File: config.mk
export PLATFORM = sky130hd
export DESIGN_NAME = irfd_ctrl
export DESIGN_NICKNAME = d
export VERILOG_FILES = /design/src/rtl/irfd_pkg.sv /design/src/rtl/irfd_ctrl.sv
export SDC_FILE = /design/constraint.sdc
export NUM_CORES = 1
export LEC_CHECK = 0
export ABC_AREA = 1
export BUFFER_PORTS_ARGS = -buffer_cell sky130_fd_sc_hd__buf_2
export CORE_UTILIZATION = 51
export DETAILED_ROUTE_END_ITERATION = 10
export GPL_TIMING_DRIVEN = 0
export PLACE_DENSITY = 0.78
export SLEW_MARGIN = 30
export SYNTH_ARGS = -nofsm -noshare
export SYNTH_HDL_FRONTEND = slang
export SYNTH_SLANG_ARGS = --single-unit
File: constraint.sdc
create_clock -name clk -period 2.43 [get_ports clk]
set_input_delay 0.3645 -clock clk [delete_from_list [all_inputs] [get_ports clk]]
set_output_delay 0.3645 -clock clk [all_outputs]
set_load 0.05 [all_outputs]
File: src/rtl/irfd_pkg.sv
// shared types and constants of the range frame decoder
package irfd_pkg;

  localparam logic [7:0] START_BYTE = 8'h69;
  localparam logic [7:0] END_BYTE   = 8'h96;

  localparam logic [15:0] MIN_CODE_RST = 16'd62;
  localparam logic [15:0] MAX_CODE_RST = 16'd531;

  localparam int ACC_W = 38;
  localparam logic signed [ACC_W-1:0] ACC_LIMIT = 38'sd68719476736;

  localparam logic [0:0] REG_MIN = 1'b0;
  localparam logic [0:0] REG_MAX = 1'b1;

  typedef enum logic [2:0] {
    PH_START,
    PH_COUNT,
    PH_LOW,
    PH_HIGH,
    PH_CALC,
    PH_END,
    PH_EMIT
  } phase_t;

  // controller to datapath
  typedef struct packed {
    logic load_low;
    logic start_calc;
    logic calc_step;
    logic store_wr;
    logic emit_load;
    logic emit_empty;
  } dp_cmd_t;

  // datapath to controller
  typedef struct packed {
    logic calc_done;
    logic out_busy;
  } dp_sts_t;

  function automatic logic signed [ACC_W-1:0] poly_coef(input logic [2:0] idx);
    logic signed [ACC_W-1:0] c;
    case (idx)
      3'd0:    c = 38'sd267911;
      3'd1:    c = -38'sd2972058;
      3'd2:    c = 38'sd13677363;
      3'd3:    c = -38'sd33587200;
      3'd4:    c = 38'sd46976205;
      3'd5:    c = -38'sd36719821;
      default: c = 38'sd14254080;
    endcase
    return c;
  endfunction

endpackage

File: src/rtl/irfd_ctrl.sv
// frame parsing controller
module irfd_ctrl
  import irfd_pkg::*;
#(
  parameter int MAX_SENSORS = 8
) (
  input  logic       clk,
  input  logic       rst_n,
  input  logic       in_tvalid,
  output logic       in_tready,
  input  logic [7:0] in_byte,
  input  dp_sts_t    sts,
  output dp_cmd_t    cmd,
  output logic [6:0] count_q,
  output logic [6:0] pos_q
);

  phase_t     phase_r, phase_nxt;
  logic [6:0] count_r, count_nxt;
  logic [6:0] pos_r, pos_nxt;
  logic       acc;

  assign count_q = count_r;
  assign pos_q   = pos_r;

  always_ff @(posedge clk) begin
    if (!rst_n) begin
      phase_r <= PH_START;
      count_r <= '0;
      pos_r   <= '0;
    end else begin
      phase_r <= phase_nxt;
      count_r <= count_nxt;
      pos_r   <= pos_nxt;
    end
  end

  always_comb begin
    phase_nxt = phase_r;
    count_nxt = count_r;
    pos_nxt   = pos_r;
    cmd       = '0;
    in_tready = 1'b0;
    acc       = 1'b0;
    unique case (phase_r)
      PH_START: begin
        in_tready = 1'b1;
        acc = in_tvalid;
        if (acc && in_byte == START_BYTE) phase_nxt = PH_COUNT;
      end
      PH_COUNT: begin
        in_tready = 1'b1;
        acc = in_tvalid;
        if (acc) begin
          if ({1'b0, in_byte} > 9'(MAX_SENSORS)) begin
            phase_nxt = PH_START;
          end else begin
            count_nxt = in_byte[6:0];
            pos_nxt   = '0;
            phase_nxt = (in_byte == 8'd0) ? PH_END : PH_LOW;
          end
        end
      end
      PH_LOW: begin
        in_tready = 1'b1;
        if (in_tvalid) begin
          cmd.load_low = 1'b1;
          phase_nxt = PH_HIGH;
        end
      end
      PH_HIGH: begin
        // the store may not be overwritten while the previous frame drains
        in_tready = !sts.out_busy;
        if (in_tvalid && !sts.out_busy) begin
          cmd.start_calc = 1'b1;
          phase_nxt = PH_CALC;
        end
      end
      PH_CALC: begin
        cmd.calc_step = 1'b1;
        if (sts.calc_done) begin
          cmd.store_wr = 1'b1;
          pos_nxt   = pos_r + 7'd1;
          phase_nxt = (pos_r + 7'd1 >= count_r) ? PH_END : PH_LOW;
        end
      end
      PH_END: begin
        // wait until the previous frame has fully drained
        in_tready = !sts.out_busy;
        if (in_tvalid && !sts.out_busy) begin
          if (in_byte == END_BYTE) begin
            if (count_r == 7'd0) cmd.emit_empty = 1'b1;
            else cmd.emit_load = 1'b1;
          end
          phase_nxt = PH_START;
        end
      end
      default: phase_nxt = PH_START;
    endcase
  end

endmodule

# After elaboration in Yosys (flattened, before gate mapping)

Cells that the tools add are included.

Add/subtract/negate cells: 1
$mul: 0
Divide/modulo/power cells: 0
Magnitude comparators: 2
Eq/ne operators: 14
Shift operators: 0
Multiplexer cells: 26
Bitwise logic cells: 1
Reduce and logical (&&, ||, !) cells: 12

Operators with widths:

| operator                                                                         | number |
|---|---|
| 3-bit two-way mux                                                                | 9 |
| 7-bit two-way mux                                                                | 3 |
| 3-bit one-hot mux with 6 select lines                                            | 1 |
| 2-bit inequality test (second input constant)                                    | 7 |
| 7-bit one-hot mux with 2 select lines                                            | 1 |
| 8-bit by 7-bit == test with 1-bit output (second input constant)                 | 1 |
| 8-bit == test (second input constant)                                            | 1 |
| 8-bit by 4-bit greater-than comparator with 1-bit output (second input constant) | 1 |
| 8-bit logical NOT                                                                | 1 |
| 2-bit two-way mux                                                                | 4 |
| 7-bit by 1-bit adder with 7-bit output (second input constant)                   | 1 |
| 7-bit greater-or-equal comparator                                                | 1 |
| 7-bit logical NOT                                                                | 1 |
| 1-bit two-way mux                                                                | 7 |
| 3-bit by 2-bit == test with 1-bit output (second input constant)                 | 2 |
| 3-bit == test (second input constant)                                            | 2 |
| 6-bit AND reduction                                                              | 1 |
| 4-bit AND reduction                                                              | 1 |
| 3-bit by 1-bit == test with 1-bit output (second input constant)                 | 1 |
| 3-bit logical NOT                                                                | 1 |
| 3-bit AND reduction                                                              | 1 |
| 3-bit OR reduction                                                               | 1 |
| 1-bit logical AND                                                                | 2 |
| 1-bit one-hot mux with 2 select lines                                            | 1 |
| other kinds (4)                                                                  | 4 |

Register bits: 17
Bits in latches: 0
Memory bits (writable): 0
Bits in read-only memories: 0
Bits of input ports: 13
Output and inout port bits: 21
Logic and storage cells: 59
Memories kept: 0

# Logic depth before layout (Yosys ltp)

Depth in word-level cells: 5
Mapped depth: 14
Gate-level depth less buffers: 14

# Worst setup path after synthesis

No wires, ideal clock.

Path kind: register to register
From: register pos_r[0], in the netlist pos_q[0]
To: register phase_r[0]
Library setup time: 0.114 ns
Data arrival time: 2.218 ns
Required time: 2.316 ns
Slack: 0.098 ns
Stages on the path, launching flop included: 14
Buffers on the path: 0
Clock period less this slack: 2.332 ns
Cells stage by stage: dfxtp_1 > ha_1 > nand4_1 > nor2_1 > xor2_1 > ha_1 > nand2_1 > inv_1 > a21oi_1 > nand2_1 > nand2_1 > nand2_1 > nand2_1 > a21oi_2

Longest elaborated chain between the ends: 5

RTL lines:

| item                                   | line            | RTL |
|---|---|---|
| from (decl)                            | irfd_ctrl.sv:20 | `logic [6:0] pos_r, pos_nxt;` |
| from (signal assigned)                 | irfd_ctrl.sv:34 | `pos_r <= pos_nxt;` |
| 7-bit by 1-bit adder with 7-bit output | irfd_ctrl.sv:84 | `phase_nxt = (pos_r + 7'd1 >= count_r) ? PH_END : PH_LOW;` |
| 7-bit greater-or-equal comparator      | irfd_ctrl.sv:84 |  |
| 3-bit two-way mux                      | irfd_ctrl.sv:84 |  |
| 3-bit two-way mux                      | irfd_ctrl.sv:81 | `if (sts.calc_done) begin` |
| 3-bit one-hot mux with 6 select lines  | irfd_ctrl.sv:45 | `unique case (phase_r)` |
| to (signal assigned)                   | irfd_ctrl.sv:32 | `phase_r <= phase_nxt;` |
| to (decl)                              | irfd_ctrl.sv:18 | `phase_t phase_r, phase_nxt;` |

Every way passes these cells. The select of a mux whose other input is x is not followed.
A chain may end at the register's enable or synchronous reset.

# Worst setup path after layout

From: register pos_r[1], in the netlist pos_q[1]
To: register phase_r[2]

The elaborated chain is that of the path after synthesis.

==> run_results.csv <==
group,metric,value,unit
synthesis,synth_cell_types,26,
setup_path,r2r-start,"pos_q[1]",
sta,timing.final.hold_violations,0,
setup_path,worst-endpoint-arrival,2.34,ns
setup_path,cpMostUsedCell,"nand2_1",
placed_design,port_buffers,33,
die,boundaryPins,34,
cts,htree_levels,1,
global_route,grt_max_degree,11,
power_and_ir_drop,irDropWorstVdd,0.2662,mV
synthesis,syn_inst,184,
sta,tns,0,ns
setup_path,cp-startpoint,"pos_q[1]",
power_and_ir_drop,pwr_density_cell,343.8,nW/µm²
route,num_vias,1263,
setup_path,cp_max_fo,4,
route,drtPass1Iterations,4,
synthesis,synth_fp_nets,205,
setup_path,required,2.62,ns
sta,rsz0062_at_grt,"no",
synthesis,synth.yosys.seq_area_share,27.76,%
cts,clk_path_buf_depth,2,
cts,cts_post_setup_buffers_inserted,0,
setup_path,start_kind,"flop",
worst_hold_path,min_from,"rst_n",
cts,cts_resized,0,
synthesis,yosys_warnings,0,
cts,numCtsBuffers,3,
route,drc,0,
finish,antennaDiodeCount,0,
synthesis,synthesis.area,1226,µm²
route,via_per_inst,5.072,
placed_design,gp_congestion,0.9345,
setup_path,crit_chain,"ha_1, nand4_1, nor2_1, xor2_1, ha_1, nand2_1, inv_1, a21oi_1, nand2_1, nand2_1, nand2_1, nand2_1, a21oi_1",
finish,regArea,341.6,µm²
cts,cts_tree,"built",
die,die_x,51.04,µm
setup_path,crit_path_end_kind,"flop",
power_and_ir_drop,power.leakage,0.0008024,µW
die,initial_core_util,54.90,%
sta,finalMaxSlewViolations,0,
setup_path,crit_slowest_cell,"dfxtp_1",
sta,fmax,465.4,MHz
sta,period_share,88.42,%
setup_path,worst-setup-path-type,"flop to flop",
finish,nets,243,
synthesis,syn_avg_cell_area,6.664,µm²
outcome,status,"finished clean",
cts,holdBufCountCts,0,
global_route,grt_pass1_vias,1191,
route,wirelength,2.722,mm
die,rows,17,
flow_run,maxCapViolCount,0,
setup_path,critPathMaxStageDelay,0.39,ns
route,ant_nets,0,
synthesis,ys_ff_latch,17,
global_route,grt_usage,23.94,%
die,die_area,2605,µm²
cts,cts_root_buffer,"clkbuf_4",
finish,fill_cells,219,
cts,clkLatencyLatePin,0.29,ns
route,first_iter_violations,18,
sta,timing_worst_slew_pin_value,0.2833,ns
sta,period_needed,2.149,ns
cts,cts_sinks,17,
sta,setup_viol,0,
route,wire_per_inst,10.93,µm
die,die-height,51.04,µm
worst_hold_path,worstHoldPathType,"primary input to flop",
sta,fin_skew,0.005743,ns
global_route,grt.overflow.total,0,
finish,area_growth,18.67,%
cts,clkTransAtPathRegs,0.11,ns
global_route,antenna_found_initial,0,
die,coreArea,2233,µm²
sta,relSlewSlack,81.09,%
finish,post-route-util,65.15,%
placed_design,hpwl,2.270,mm
finish,drive_gt1_share,24.89,%
global_route,grt_first_pass_wirelength,4.761,mm
finish,multi_input_area,739.5,µm²
==> worst paths after layout <==
path	endpoint	slack, ns	cells past startpoint
max	phase_r[2]	0.28	13
min	count_q[0]	0.36	3
max reg2reg	phase_r[2]	0.28	13
min reg2reg	pos_q[0]	0.51	2
==> layout make-up <==
class	count	area share, %
clock buffers	3	1.548
multi-input cells	130	50.82
repair buffers	33	11.35
well taps	28	2.408
flip-flops and latches	17	23.47
clock inverters	1	0.3439
plain buffers	1	0.7739
inverters	36	9.286
==> per-layer routing <==
metal | vias up | part of all wire [%] | track usage (%)
met2 | 35 | 47 | 41.45
met1 | 557 | 47 | 29.82
met5 | - | 0 | 0
met3 | 6 | 4.1 | 2.976
met4 | 0 | 1.6 | 9.259
li1 | 665 | - | -
==> through the flow <==
stage | setup slack [ns] | power (µW) | cells | instance area [µm²] | hold slack (ns)
global placement | 0.3244 | 347.1 | 245 | 1426 | 0.4880
CTS | 0.2114 | 505.0 | 249 | 1454 | 0.3581
floorplan | 0.09815 | 326.6 | 184 | 1226 | 0.4919
detailed placement | 0.2329 | 349.5 | 245 | 1426 | 0.5020
global route | 0.04023 | 519.2 | 249 | 1455 | 0.3726
finish | 0.2814 | 500.2 | 249 | 1455 | 0.3646
==> power by group <==
part           switching [µW]  total (µW)  leakage (µW)  internal [µW]
Combinational            38.4        59.8      0.000647           21.4
Clock                    95.3         157     0.0000177           61.2
Sequential               3.60         284      0.000137            280
==> flip-flops by register name, summed over array words and instances, names as in the netlist <==
register and flops:
phase_r 3, pos_q 7, count_q 7
==> Yosys cell counts, drive strengths merged <==
cell type	instances	area share, %
a21boi	1	0.61
a21oi	14	6.0
buf	1	0.92
dfxtp	17	28
ha	8	8.2
inv	36	11
mux2i	1	0.82
nand2	39	14
nand3	12	7.1
nand4	9	4.6
nor2	28	10
nor3	1	0.82
o21ai	10	4.1
o21bai	1	0.61
or2	1	0.51
or3	1	0.51
xor2	4	2.9
==> critical path, delay by kind of cell, from the launching register on <==
family / cells / cell delay (ns)
compound gates: 2 / 0.23
xor+xnor: 1 / 0.21
fa+ha+maj: 2 / 0.51
buf+inv: 1 / 0.04
flops: 1 / 0.39
simple gates: 7 / 0.66
==> placed cells by master (no fill, tap or decap) <==
cell / n
a21boi_0: 1
a21oi_1: 13
a21oi_2: 1
buf_2: 33
buf_6: 1
clkbuf_4: 3
clkinv_2: 1
dfxtp_1: 16
dfxtp_2: 1
ha_1: 8
inv_1: 33
inv_2: 3
mux2i_1: 1
nand2_1: 35
nand2_2: 2
nand2_4: 2
nand3_1: 8
nand3_2: 3
nand3_4: 1
nand4_1: 9
nor2_1: 25
nor2_2: 1
nor2_4: 2
nor3_2: 1
o21ai_0: 6
o21ai_1: 4
o21bai_1: 1
or2_0: 1
or3_1: 1
xor2_1: 4
==> logic make-up (layout without fill, tap and decap cells) <==
kind of cell	Yosys count	in the layout	share of synthesized area [%]
AOI/OAI and AO/OA	26	26	11.33
adders and majority gates	8	8	8.164
xor gates and xnor gates	4	4	2.857
DFF	17	17	27.76
buffers and inverters	37	74	11.94
and+or+nand+nor	91	91	37.14
muxes	1	1	0.8164
(Power assumes the default switching activity.)
